--- src/design/modbus_rtu_frame_checker_top_macros.svh ---
// Assertion helpers shared by the frame checker.
`ifndef MODBUS_RTU_FRAME_CHECKER_TOP_MACROS_SVH
`define MODBUS_RTU_FRAME_CHECKER_TOP_MACROS_SVH

// The consequent must hold in the same cycle as the antecedent.
`define MRFC_ASSERT_IMP(lbl, ante, cons) \
    lbl: assert property (@(posedge clk) disable iff (!rst_n) (ante) |-> (cons)) \
        else $error("frame checker assertion failed");

// The consequent must hold in the cycle after the antecedent.
`define MRFC_ASSERT_NXT(lbl, ante, cons) \
    lbl: assert property (@(posedge clk) disable iff (!rst_n) (ante) |=> (cons)) \
        else $error("frame checker assertion failed");

`endif

--- src/design/mrfc_pkg.sv ---
`default_nettype none

package mrfc_pkg;

    // Longest frame that can be accepted; longer frames are flagged.
    localparam int MAX_FRAME = 256;
    // Byte counter saturates at MAX_FRAME + 1.
    localparam int CNT_W = $clog2(MAX_FRAME + 2);
    localparam logic [CNT_W-1:0] CNT_SAT = CNT_W'(MAX_FRAME + 1);
    localparam logic [CNT_W-1:0] CNT_MAX = CNT_W'(MAX_FRAME);
    localparam logic [CNT_W-1:0] CNT_MIN_OK = CNT_W'(4);

    localparam logic [15:0] CRC_POLY = 16'hA001;
    localparam logic [15:0] CRC_INIT = 16'hFFFF;
    localparam logic [7:0] BCAST_ADDR = 8'hFF;

    localparam logic [7:0] SLAVE_ADDR_RESET = 8'd1;
    localparam logic [15:0] GAP_TICKS_RESET = 16'd750;

    // Configuration register indexes.
    localparam logic REG_SLAVE_ADDR = 1'b0;
    localparam logic REG_GAP_TICKS = 1'b1;

    // Input item kinds.
    localparam logic KIND_BYTE = 1'b0;
    localparam logic KIND_TICK = 1'b1;

    typedef enum logic [2:0] {
        STAT_OK         = 3'd0,
        STAT_TOO_SHORT  = 3'd1,
        STAT_OTHER_ADDR = 3'd2,
        STAT_CRC_ERR    = 3'd3,
        STAT_TOO_LONG   = 3'd4
    } status_t;

    typedef struct packed {
        status_t          status;
        logic             broadcast;
        logic [7:0]       address;
        logic [CNT_W-1:0] length;
    } frame_result_t;

endpackage

`default_nettype wire

--- src/design/mrfc_crc16.sv ---
`default_nettype none

module mrfc_crc16 (
    input  wire logic [15:0] crc_in,
    input  wire logic [7:0]  data,
    output logic [15:0]      crc_out
);
    import mrfc_pkg::*;

    // Reflected CRC-16, one byte: eight shift and conditional xor steps.
    always_comb
    begin
        logic [15:0] c;
        c = crc_in ^ {8'h00, data};
        for (int k = 0; k < 8; k++)
        begin
            if (c[0])
            begin
                c = (c >> 1) ^ CRC_POLY;
            end
            else
            begin
                c = c >> 1;
            end
        end
        crc_out = c;
    end

endmodule

`default_nettype wire

--- src/design/mrfc_frame.sv ---
`default_nettype none

module mrfc_frame (
    input  wire logic                   clk,
    input  wire logic                   rst_n,
    input  wire logic                   item_fire,
    input  wire logic                   item_kind,
    input  wire logic [7:0]             item_byte,
    input  wire logic [7:0]             slave_address,
    input  wire logic [15:0]            gap_ticks,
    output logic                        res_valid,
    output mrfc_pkg::frame_result_t     res
);
    import mrfc_pkg::*;

    logic [15:0]      crc_reg, crc_next;
    logic [7:0]       hold0_reg, hold0_next;
    logic [7:0]       hold1_reg, hold1_next;
    logic [CNT_W-1:0] count_reg, count_next;
    logic [7:0]       first_reg, first_next;
    logic [15:0]      idle_reg, idle_next;
    logic [15:0]      crc_upd;
    logic [15:0]      trailer;
    logic             frame_open;
    logic             gap_done;

    mrfc_crc16 u_crc (
        .crc_in  (crc_reg),
        .data    (hold0_reg),
        .crc_out (crc_upd)
    );

    assign frame_open = (count_reg != '0);
    assign gap_done   = (idle_reg >= gap_ticks);
    assign trailer    = {hold1_reg, hold0_reg};
    assign res_valid  = item_fire && (item_kind == KIND_TICK) && frame_open && gap_done;

    // Frame status, checked in priority order.
    always_comb
    begin
        if (count_reg < CNT_MIN_OK)
        begin
            res.status = STAT_TOO_SHORT;
        end
        else if (count_reg > CNT_MAX)
        begin
            res.status = STAT_TOO_LONG;
        end
        else if ((first_reg != BCAST_ADDR) && (first_reg != slave_address))
        begin
            res.status = STAT_OTHER_ADDR;
        end
        else if (trailer != crc_reg)
        begin
            res.status = STAT_CRC_ERR;
        end
        else
        begin
            res.status = STAT_OK;
        end
        res.broadcast = (first_reg == BCAST_ADDR);
        res.address   = first_reg;
        res.length    = count_reg;
    end

    // Frame state update for one transfer.
    always_comb
    begin
        crc_next   = crc_reg;
        hold0_next = hold0_reg;
        hold1_next = hold1_reg;
        count_next = count_reg;
        first_next = first_reg;
        idle_next  = idle_reg;
        if (item_fire)
        begin
            if (item_kind == KIND_BYTE)
            begin
                // The older held byte leaves the trailer window into the CRC.
                if (count_reg[CNT_W-1:1] != '0)
                begin
                    crc_next = crc_upd;
                end
                if (!frame_open)
                begin
                    first_next = item_byte;
                end
                hold0_next = hold1_reg;
                hold1_next = item_byte;
                if (count_reg != CNT_SAT)
                begin
                    count_next = count_reg + 1'b1;
                end
                idle_next = '0;
            end
            else if (frame_open)
            begin
                if (gap_done)
                begin
                    crc_next   = CRC_INIT;
                    hold0_next = '0;
                    hold1_next = '0;
                    count_next = '0;
                    first_next = '0;
                    idle_next  = '0;
                end
                else
                begin
                    idle_next = idle_reg + 1'b1;
                end
            end
        end
    end

    always_ff @(posedge clk or negedge rst_n)
    begin
        if (!rst_n)
        begin
            crc_reg   <= CRC_INIT;
            hold0_reg <= '0;
            hold1_reg <= '0;
            count_reg <= '0;
            first_reg <= '0;
            idle_reg  <= '0;
        end
        else
        begin
            crc_reg   <= crc_next;
            hold0_reg <= hold0_next;
            hold1_reg <= hold1_next;
            count_reg <= count_next;
            first_reg <= first_next;
            idle_reg  <= idle_next;
        end
    end

endmodule

`default_nettype wire

--- src/design/modbus_rtu_frame_checker_top.sv ---
// A transfer is registered in the input register and processed from there once the
// result register can take a result; the result of the tick that ends a frame is
// registered in the result register, from which it transfers on the result stream.
// Throughput: one byte or tick per cycle; only a held output result stalls input.
// Reset (rst_n, asynchronous, active low) empties both stages, sets
// slave_address to 1, gap_ticks to 750 and clears the frame state.
`default_nettype none
`include "modbus_rtu_frame_checker_top_macros.svh"

module modbus_rtu_frame_checker_top (
    input  wire logic        clk,
    input  wire logic        rst_n,
    // Configuration write port.
    input  wire logic        cfg_we,
    input  wire logic        cfg_index,
    input  wire logic [15:0] cfg_data,
    // Input stream.
    input  wire logic        s_tvalid,
    output logic             s_tready,
    input  wire logic [7:0]  s_tdata,   // [7:0] rx_byte
    input  wire logic        s_tuser,   // [0] kind
    // Result stream.
    output logic             m_tvalid,
    input  wire logic        m_tready,
    output logic [23:0]      m_tdata,   // [2:0] status, [10:3] frame_address,
                                        // [19:11] frame_length, [23:20] zero
    output logic             m_tuser    // [0] broadcast
);
    import mrfc_pkg::*;

    logic [7:0]    slave_address_reg;
    logic [15:0]   gap_ticks_reg;
    logic          in_valid_reg, in_valid_next;
    logic          in_kind_reg;
    logic [7:0]    in_byte_reg;
    logic          out_valid_reg, out_valid_next;
    frame_result_t out_res_reg;
    logic          proc_fire;
    logic          res_valid;
    frame_result_t res;

    // Configuration registers.
    always_ff @(posedge clk or negedge rst_n)
    begin
        if (!rst_n)
        begin
            slave_address_reg <= SLAVE_ADDR_RESET;
            gap_ticks_reg     <= GAP_TICKS_RESET;
        end
        else if (cfg_we)
        begin
            case (cfg_index)
                REG_SLAVE_ADDR: slave_address_reg <= cfg_data[7:0];
                REG_GAP_TICKS:  gap_ticks_reg     <= cfg_data;
                default:        slave_address_reg <= slave_address_reg;
            endcase
        end
    end

    // The registered item is processed once the result slot can take a result.
    assign proc_fire = in_valid_reg && (!out_valid_reg || m_tready);
    assign s_tready  = !in_valid_reg || proc_fire;

    // Input register.
    always_comb
    begin
        in_valid_next = in_valid_reg;
        if (s_tready)
        begin
            in_valid_next = s_tvalid;
        end
    end

    always_ff @(posedge clk or negedge rst_n)
    begin
        if (!rst_n)
        begin
            in_valid_reg <= 1'b0;
        end
        else
        begin
            in_valid_reg <= in_valid_next;
        end
    end

    always_ff @(posedge clk)
    begin
        if (s_tvalid && s_tready)
        begin
            in_kind_reg <= s_tuser;
            in_byte_reg <= s_tdata;
        end
    end

    mrfc_frame u_frame (
        .clk           (clk),
        .rst_n         (rst_n),
        .item_fire     (proc_fire),
        .item_kind     (in_kind_reg),
        .item_byte     (in_byte_reg),
        .slave_address (slave_address_reg),
        .gap_ticks     (gap_ticks_reg),
        .res_valid     (res_valid),
        .res           (res)
    );

    // Result register.
    always_comb
    begin
        out_valid_next = out_valid_reg;
        if (res_valid)
        begin
            out_valid_next = 1'b1;
        end
        else if (m_tready)
        begin
            out_valid_next = 1'b0;
        end
    end

    always_ff @(posedge clk or negedge rst_n)
    begin
        if (!rst_n)
        begin
            out_valid_reg <= 1'b0;
        end
        else
        begin
            out_valid_reg <= out_valid_next;
        end
    end

    always_ff @(posedge clk)
    begin
        if (res_valid)
        begin
            out_res_reg <= res;
        end
    end

    assign m_tvalid = out_valid_reg;
    assign m_tdata  = {4'b0000, out_res_reg.length, out_res_reg.address,
                       out_res_reg.status};
    assign m_tuser  = out_res_reg.broadcast;

    // Checks on the result stage.
    `MRFC_ASSERT_NXT(a_result_loaded, proc_fire && res_valid, out_valid_reg)
    `MRFC_ASSERT_IMP(a_status_legal, m_tvalid, m_tdata[2:0] <= STAT_TOO_LONG)
    `MRFC_ASSERT_IMP(a_ok_length, m_tvalid && (m_tdata[2:0] == STAT_OK),
        (m_tdata[19:11] >= CNT_MIN_OK) && (m_tdata[19:11] <= CNT_MAX))
    `MRFC_ASSERT_IMP(a_bcast_addr, m_tvalid && m_tuser,
        (m_tdata[10:3] == BCAST_ADDR) && (m_tdata[2:0] != STAT_OTHER_ADDR))

endmodule

`default_nettype wire
--- config.mk ---
export PLATFORM = sky130hd
export DESIGN_NAME = modbus_rtu_frame_checker_top
export DESIGN_NICKNAME = d
export VERILOG_FILES = /design/src/design/mrfc_pkg.sv /design/src/design/mrfc_crc16.sv /design/src/design/mrfc_frame.sv /design/src/design/modbus_rtu_frame_checker_top.sv
export VERILOG_INCLUDE_DIRS = /design/src /design/src/design
export SDC_FILE = /design/constraint.sdc
export NUM_CORES = 1
export LEC_CHECK = 0
export BUFFER_PORTS_ARGS = -buffer_cell sky130_fd_sc_hd__buf_2
export CAP_MARGIN = 20
export CORE_MARGIN = 8
export CORE_UTILIZATION = 29
export CTS_BUF_LIST = sky130_fd_sc_hd__clkbuf_4 sky130_fd_sc_hd__clkbuf_8 sky130_fd_sc_hd__clkbuf_16
export DETAILED_ROUTE_END_ITERATION = 7
export PLACE_DENSITY = 0.46
export SYNTH_ARGS = -nofsm -noshare
export SYNTH_HDL_FRONTEND = slang
export SYNTH_SLANG_ARGS = --single-unit
--- constraint.sdc ---
create_clock -name clk -period 5.25 [get_ports clk]
set_input_delay 0 -clock clk [delete_from_list [all_inputs] [get_ports clk]]
set_output_delay 0 -clock clk [all_outputs]
set_load 0.05 [all_outputs]
Word level (Yosys, flattened, before mapping)
Cells that the tools add are included.

word-level totals
  register bits after elaboration = 121
  bits in latches = 0
  bits in writable memories = 0
  memory bits (read-only) = 0
  output and inout bits = 27
  word-level logic and storage cells = 94
  memories = 0

operators by class
  $add $sub $neg = 2
  multipliers = 0
  div/mod/pow operators = 0
  order comparisons = 3
  eq/ne operators = 9
  shift operators = 0
  muxes and demuxes = 30
  bitwise operators = 10
  reductions and logical operators = 23

operator list
  cell                   number
  $mux 16                15
  $mux 8                 6
  $mux 9                 4
  $not 2->3              8
  $add 16x1->16 const B  1
  $ge 16x16->1           1
  $ne 16x16->1           1
  $xor 16x8->16          1
  $reduce_and 4->1       3
  $add 9x1->9 const B    1
  $gt 9x9->1 const B     1
  $lt 9x3->1 const B     1
  $ne 9x9->1 const B     1
  $reduce_bool 9->1      1
  $eq 8x8->1 const B     1
  $ne 8x8->1             1
  $ne 8x8->1 const B     1
  $reduce_bool 8->1      1
  $logic_and 1x1->1      6
  $mux 3                 2
  $reduce_and 2->1       3
  $reduce_bool 2->1      3
  $ne 2x1->1 const B     2
  $ne 2x2->1 const B     2
  7 further kinds        10

Logic depth before layout (Yosys ltp)
Gate-level depths: netlist of the first run.

  depth in word-level cells = 19
  depth in mapped cells = 10
  depth with buffers taken out = 9

Hierarchy
From an unflattened synthesis of the first run, not the netlist that was laid out.

unflattened totals
  cells, all modules = 467
  area, all modules = 5933.2 um^2

by module, submodules not included
  module                        times used  cells each  area an instance (um^2)  seq. area each (um^2)
  mrfc_frame                    1           343         3628.5                   1646.6
  modbus_rtu_frame_checker_top  1           95          2020.7                   1561.5
  mrfc_crc16                    1           29          284.0                    0.0

Least setup slack after synthesis of the first run
OpenSTA, ideal clock, no wires.

  path kind = register -> register
  start = register gap_ticks_reg[6]
  end = register out_res_reg (netlist bit m_tdata[0]) (enable)
  arrival time = 2.142 ns
  data required time = 4.793 ns
  path slack = 2.651 ns
  stages on the path, launching flop included = 9
  path buffers = 0
  path through = dfstp_2 -> inv_1 -> ha_1 -> and3_1 -> a22o_1 -> o21ai_1 -> nand3_1 -> nand2_1 -> clkinv_1

between the ends
  word-level cells in the longest chain between the ends = 2

RTL lines
  element                   line                                 RTL
  start: declaration        modbus_rtu_frame_checker_top.sv:32   logic [15:0] gap_ticks_reg;
  start signal: assignment  modbus_rtu_frame_checker_top.sv:54   REG_GAP_TICKS: gap_ticks_reg <= cfg_data;
  $ge 16x16->1              mrfc_frame.sv:34                     assign gap_done = (idle_reg >= gap_ticks);
  $logic_and 1x1->1         mrfc_frame.sv:36                     assign res_valid = item_fire && (item_kind == KIND_TICK) && frame_open && gap_done;
  end signal: assignment    modbus_rtu_frame_checker_top.sv:137  out_res_reg <= res;
  end: declaration          modbus_rtu_frame_checker_top.sv:37   frame_result_t out_res_reg;

Every way passes these cells.
A chain may end at the register's enable or synchronous reset.

Final worst setup path of the first run
  start = register u_frame.idle_reg[13]
  end = register u_frame.idle_reg[3]

between the ends
  word-level cells in the longest chain between the ends = 4

RTL lines
  element                   line               RTL
  start: declaration        mrfc_frame.sv:21   logic [15:0] idle_reg, idle_next;
  start signal: assignment  mrfc_frame.sv:133  idle_reg <= idle_next;
  $ge 16x16->1              mrfc_frame.sv:34
  $mux 16                   mrfc_frame.sv:98   if (gap_done)
  $mux 16                   mrfc_frame.sv:96   else if (frame_open)
  $mux 16                   mrfc_frame.sv:77   if (item_kind == KIND_BYTE)

Every way passes these cells. The select of a mux whose other input is x is not followed.

==> results of run 1 <==
-- report_power, final --
group	total [mW]	leakage (nW)	switching [mW]	internal [mW]
sequential	1.39	1.40	0.178	1.21
combinational	1.03	1.42	0.471	0.554
clock	1.17	0.298	0.404	0.765
total	3.58	3.12	1.05	2.53
-- cells in the mapped netlist, drive strengths merged (8+ instances only) --
master / number / area (µm²)
dfrtp: 67 / 1680
mux2: 37 / 417
edfxtp: 30 / 901
nor2: 29 / 111
xnor2: 28 / 260
inv: 27 / 101
nand2: 27 / 101
dfstp: 24 / 631
ha: 24 / 300
a22o: 19 / 166
xor2: 18 / 158
nand4: 17 / 106
nor3: 16 / 80.1
a21oi: 13 / 65.1
nor2b: 12 / 75.1
o21ai: 11 / 55.1
o21ba: 10 / 100
clkbuf: 9 / 33.8
buf: 8 / 50.1
-- per-stage QoR --
stage	setup WS, ns	instance area (µm²)	util [%]
after floorplan	2.65	5760	-
after global placement	2.13	6290	32.3
after detailed placement	1.99	6290	32.3
after CTS	1.96	7170	36.9
after global routing	1.89	7190	36.9
final	2.28	7190	36.9
-- metal layers --
layer | wire [µm] | track usage, %
met4 | 222 | 4.94
met1 | 5690 | 13.5
met3 | 518 | 3.53
met2 | 6790 | 20.0
met5 | 0 | 0
-- critical path: cells and delay by family, from the launching register on --
| family | cells | cell delay (ns) |
|---|---|---|
| flip-flops | 1 | 0.41 |
| AND/OR/NAND/NOR | 5 | 1.86 |
| adder cells (fa/ha/maj) | 1 | 0.31 |
| AO/OA/AOI/OAI | 1 | 0.24 |
-- repair_timing --
item	4_1_cts	5_1_grt
resized for setup	0	0
endpoints found under the setup margin	0	0
hold endpoints to repair	74	0
hold buffers	29	0
buffers inserted	0	0
-- final cells by class --
class	instances	area (µm²)	share of cell area, %
flip-flops and latches	121	3210	44.6
well taps	265	332	4.61
repair buffers	85	588	8.18
clock buffers	22	463	6.44
inverters	28	105	1.46
clock inverters	10	126	1.76
multi-input cells	314	2370	32.9
-- how the worst max path moves through the flow --
stage	from	end	slack, ns	depth (start not counted)
detailed placement	gap_ticks_reg[9]	m_tdata[18]	1.99	8
global placement	gap_ticks_reg[9]	m_tdata[5]	2.13	8
finish	u_frame.idle_reg[13]	u_frame.idle_reg[3]	2.28	7
CTS	gap_ticks_reg[9]	m_tdata[12]	1.96	8
floorplan	gap_ticks_reg[6]	m_tdata[0]	2.65	8
global route	u_frame.idle_reg[13]	u_frame.idle_reg[12]	1.89	7
-- kinds of logic (layout without fill, tap and decap cells) --
logic type,Yosys count,after routing
DFF,121,121
adders and majority gates,24,24
xor gates and xnor gates,47,47
and+or+nand+nor,133,133
other,1,4
AOI/OAI and AO/OA,69,69
muxes,37,37
buffers and inverters,45,145
==> impl_metrics.py, run 1 <==
metrics = {
    "power_and_ir_drop": {
        "p_leak_nw": 3.12,
        "powerDensity_nw_per_um2": 499,
        "p_total_mw": 3.58,
        "vdd_drop_max_mv": 0.267,
    },
    "die": {
        "io_pins": 58,
        "dieArea_um2": 24600,
        "rows": 51,
        "die_h_um": 157,
        "die_w_um": 157,
        "start_util_pct": 29.6,
        "core_um2": 19500,
    },
    "clock_tree": {
        "clockBufferDepth": 2,
        "cts.reportedPaths.clkPinSlew_ns": 0.05,
        "clock-sinks": 121,
        "htree_levels": 4,
        "tritoncts": "yes",
        "cts_buffers": 17,
        "cts-root-buf": "clkbuf_16",
        "clkLatencyLatePin_ns": 0.42,
    },
    "worst_hold_path": {
        "hold_start": "cfg_index",
        "whs_endpoint": "slave_address_reg[3]",
        "hold_path.class": "in -> reg",
        "min_path_cells": 3,
    },
    "drt": {
        "drtIter0Drc": 203,
        "viasPerCell": 4.53,
        "first_pass_iters": 4,
        "ant_nets": 0,
        "routedWlPerCell_um": 15.6,
        "vias": 3831,
        "drc": 0,
        "routed_wl_um": 13200,
    },
    "sta": {
        "finalHoldViolCount": 0,
        "fin_setup_tns_ns": 0,
        "min_period_ns": 2.97,
        "final-setup-viol-count": 0,
        "slew_violations": 0,
        "worstMarginPinSlew_ns": 0.974,
        "slew-limit-headroom_pct": 34.8,
        "skew_ns": 0.0119,
        "clock.fmax_mhz": 337,
        "whs_ns": 0.0988,
        "fin_crit_sh_pct": 56.5,
        "rsz0062_at_grt": "false",
    },
    "critical_path": {
        "arrival_ns": 3.23,
        "endpoint_kind": "flop",
        "r2r_end": "u_frame.idle_reg[3]",
        "crit_fanout": 14,
        "r2r_setup_slack_ns": 2.28,
        "ff2ff_path_depth": 7,
        "r2r-start": "u_frame.idle_reg[13]",
        "path_class": "reg -> reg",
        "cp_slowest_stage_delay_ns": 0.81,
        "critPathSlowestCell": "nor2_1",
        "cp_cell_sequence": "ha_1 -> nand2_1 -> nor4_1 -> o2111ai_1 -> and4_1 -> nor2_1 -> nor2_1",
        "required_ns": 5.51,
        "cpMostUsedCell": "nor2_1",
        "start_kind": "flop",
    },
    "final_layout": {
        "syn_to_final_growth_pct": 25.0,
        "layout_commonest_cell": "dfrtp_1",
        "antenna_cells": 0,
        "final_cell_mix": "dfrtp_1, buf_2, mux2_2",
        "nets": 622,
        "fin_cells": 845,
        "largest_reg_flops": 20,
        "drive_above_1_share_pct": 28.1,
        "largest_register": "m_tdata",
        "fillerInstances": 1923,
    },
    "placement": {
        "gp_congestion": 0.762,
        "placedCellCount": 783,
        "portBuffers": 53,
        "hpwlAfterDp_um": 9490,
    },
    "run": {
        "cap_violations": 0,
    },
    "logic_synthesis": {
        "synth_compound_area_share_pct": 9.05,
        "yosysSeqAreaShare_pct": 55.8,
        "yosys_warnings": 0,
        "synth_fa_ha_area_share_pct": 5.22,
        "ys_seq_elements": 121,
        "synth_ff_type": "dfrtp_1",
        "synth_xor_area_share_pct": 7.68,
        "yosys.area_share.simple_pct": 11.7,
        "syn_area_um2": 5750,
        "synth.distinct_cells": 49,
        "async_reset_ff_share_pct": 75.2,
        "synth_top_family_by_area": "simple AND/OR/NAND/NOR gates",
        "synth.area.mux_share_pct": 7.24,
        "avgSynthCellArea_um2": 12.1,
        "synth_edf_count": 30,
        "synthCells": 477,
    },
    "grt": {
        "grt_max_degree": 53,
        "globalRoute.totalOverflow": 0,
        "grt_pass1_wl_um": 22100,
        "antenna_found_initial": 0,
        "grt_pass1_vias": 4150,
        "grt_usage_pct": 11.8,
    },
    "run_status": {
        "status": "complete, no violations",
    },
}
Power figures use the tool's default switching activity.
==> inputs of run 2 (changes only) <==
==> constraint.sdc (replaced) <==
create_clock -name clk -period 2.8 [get_ports clk]
set_input_delay 0 -clock clk [delete_from_list [all_inputs] [get_ports clk]]
set_output_delay 0 -clock clk [all_outputs]
set_load 0.05 [all_outputs]
==> run 2 against run 1 <==
Register-to-register slack worse by 2.1 ns. Sequential cell count stayed put. Fmax is 13% higher. Power is 87% higher. Clock power is 82% higher. Sequential power is 87% higher. Routed wire length is 0.73% higher. Final cell count is 1.2% higher. Setup slack worse by 2.1 ns.
==> impl_metrics.py, run 2 (same netlist as run 1, synthesis figures left out) <==
metrics = {
    "worst_hold_path": {
        "whs_endpoint": "slave_address_reg[2]",
        "hold_start": "cfg_index",
        "min_path_cells": 3,
        "hold_path.class": "in -> reg",
    },
    "drt": {
        "first_pass_iters": 4,
        "drtIter0Drc": 171,
        "ant_nets": 0,
        "drc": 0,
        "routedWlPerCell_um": 15.6,
        "vias": 3866,
        "routed_wl_um": 13300,
        "viasPerCell": 4.52,
    },
    "critical_path": {
        "cp_cell_sequence": "inv_1 -> ha_1 -> and3_1 -> a22o_1 -> o21ai_1 -> nand3_1 -> a32oi_2 -> buf_4 -> mux2_2",
        "r2r_setup_slack_ns": 0.17,
        "endpoint_kind": "flop",
        "path_class": "reg -> reg",
        "crit_fanout": 8,
        "cp_slowest_stage_delay_ns": 0.53,
        "critPathSlowestCell": "dfstp_2",
        "start_kind": "flop",
        "arrival_ns": 2.93,
        "required_ns": 3.10,
        "r2r-start": "gap_ticks_reg[6]",
        "r2r_end": "u_frame.first_reg[5]",
        "ff2ff_path_depth": 9,
    },
    "sta": {
        "min_period_ns": 2.63,
        "slew_violations": 0,
        "rsz0062_at_grt": "true",
        "setup_slack_ns": 0.167,
        "finalHoldViolCount": 0,
        "slew-limit-headroom_pct": 52.7,
        "skew_ns": 0.00601,
        "worstMarginPinSlew_ns": 0.707,
        "clock.fmax_mhz": 380,
        "fin_setup_tns_ns": 0,
        "final-setup-viol-count": 0,
        "fin_crit_sh_pct": 94.0,
    },
    "die": {
        "rows": 51,
        "core_um2": 19500,
        "start_util_pct": 29.6,
        "die_w_um": 157,
        "dieArea_um2": 24600,
        "die_h_um": 157,
        "io_pins": 58,
    },
    "run_status": {
        "status": "complete, no violations",
    },
    "placement": {
        "portBuffers": 53,
        "place_worst_setup_slack_ns": -0.0250,
        "gp_congestion": 0.762,
        "dpl_cell_area_um2": 6390,
        "hpwlAfterDp_um": 9650,
    },
    "final_layout": {
        "syn_to_final_growth_pct": 26.4,
        "largest_reg_flops": 20,
        "antenna_cells": 0,
        "layout_commonest_cell": "dfrtp_1",
        "fillerInstances": 1875,
        "largest_register": "m_tdata",
        "drive_above_1_share_pct": 29.8,
        "fin_util_pct": 37.4,
        "nets": 632,
        "final_area_um2": 7270,
        "final_cell_mix": "dfrtp_1, buf_2, mux2_2",
    },
    "clock_tree": {
        "clock-sinks": 121,
        "clockBufferDepth": 2,
        "cts-root-buf": "clkbuf_16",
        "htree_levels": 4,
        "tritoncts": "yes",
        "clkLatencyLatePin_ns": 0.42,
        "cts_buffers": 17,
        "cts.reportedPaths.clkPinSlew_ns": 0.06,
    },
    "run": {
        "cap_violations": 0,
    },
    "grt": {
        "grt_max_degree": 49,
        "grt_pass1_vias": 4178,
        "antenna_found_initial": 0,
        "grt_pass1_wl_um": 22100,
        "globalRoute.totalOverflow": 0,
        "grt_usage_pct": 11.7,
    },
    "power_and_ir_drop": {
        "powerDensity_nw_per_um2": 922,
        "vdd_drop_max_mv": 0.466,
        "p_leak_nw": 3.14,
        "p_total_mw": 6.71,
    },
}
run 2: cell count changes in the layout (fill, tap and decap cells not counted), sizes merged:
cell	change
clkinv	-1
buf	+10
inv	+1
clkbuf	-5
bufinv	-1
clkinvlp	+6
run 2: critical path: cells and delay by family (launching register included):
kind	cells	cell delay [ns]
compound gates	3	0.68
fa+ha+maj	1	0.29
flops	1	0.53
buf+inv	2	0.25
simple gates	2	0.41
mux	1	0.35
run 2: cell type report:
cell class / instances / area, µm² / share of cell area [%]
Multi-Input combinational cell: 314 / 2380 / 32.7
Clock inverter: 15 / 154 / 2.12
Sequential cell: 121 / 3210 / 44.1
Timing Repair Buffer: 95 / 668 / 9.19
Clock buffer: 17 / 425 / 5.85
Tap cell: 265 / 332 / 4.56
Inverter: 28 / 105 / 1.45
run 2: per-stage QoR:
step	hold WS, ns	instances
5_1_grt	0.119	855
3_5_place_dp	0.0557	794
4_1_cts	0.0861	855
6_report	0.0980	855
3_3_place_gp	0.0462	794
2_1_floorplan	-0.296	480
run 2: worst max-delay path by stage:
stage / to / startpoint / slack (ns)
6_report: u_frame.first_reg[5] / gap_ticks_reg[6] / 0.17
5_1_grt: u_frame.first_reg[5] / gap_ticks_reg[6] / -0.001
4_1_cts: u_frame.first_reg[5] / gap_ticks_reg[9] / 0.02
3_5_place_dp: u_frame.idle_reg[5] / u_frame.idle_reg[13] / -0.03
3_3_place_gp: u_frame.first_reg[4] / gap_ticks_reg[9] / 0.01
2_1_floorplan: m_tdata[0] / gap_ticks_reg[6] / 0.20
run 2: report_power, final:
group / internal (mW) / switching (mW)
sequential: 2.27 / 0.331
clock: 1.31 / 0.827
combinational: 1.06 / 0.912
total: 4.64 / 2.07
run 2: repair_timing:
item,in CTS,in global routing
hold endpoints to repair,77,0
endpoints found under the setup margin,14,11
buffers inserted,0,0
hold buffers,29,0
gates resized for setup,1,2
cloned,0,0
run 2: per-layer routing:
layer	global-route usage (%)	part of all wire [%]
met4	5.72	2.3
met5	0	0
met3	3.25	4.6
met2	19.2	49
met1	14.0	44
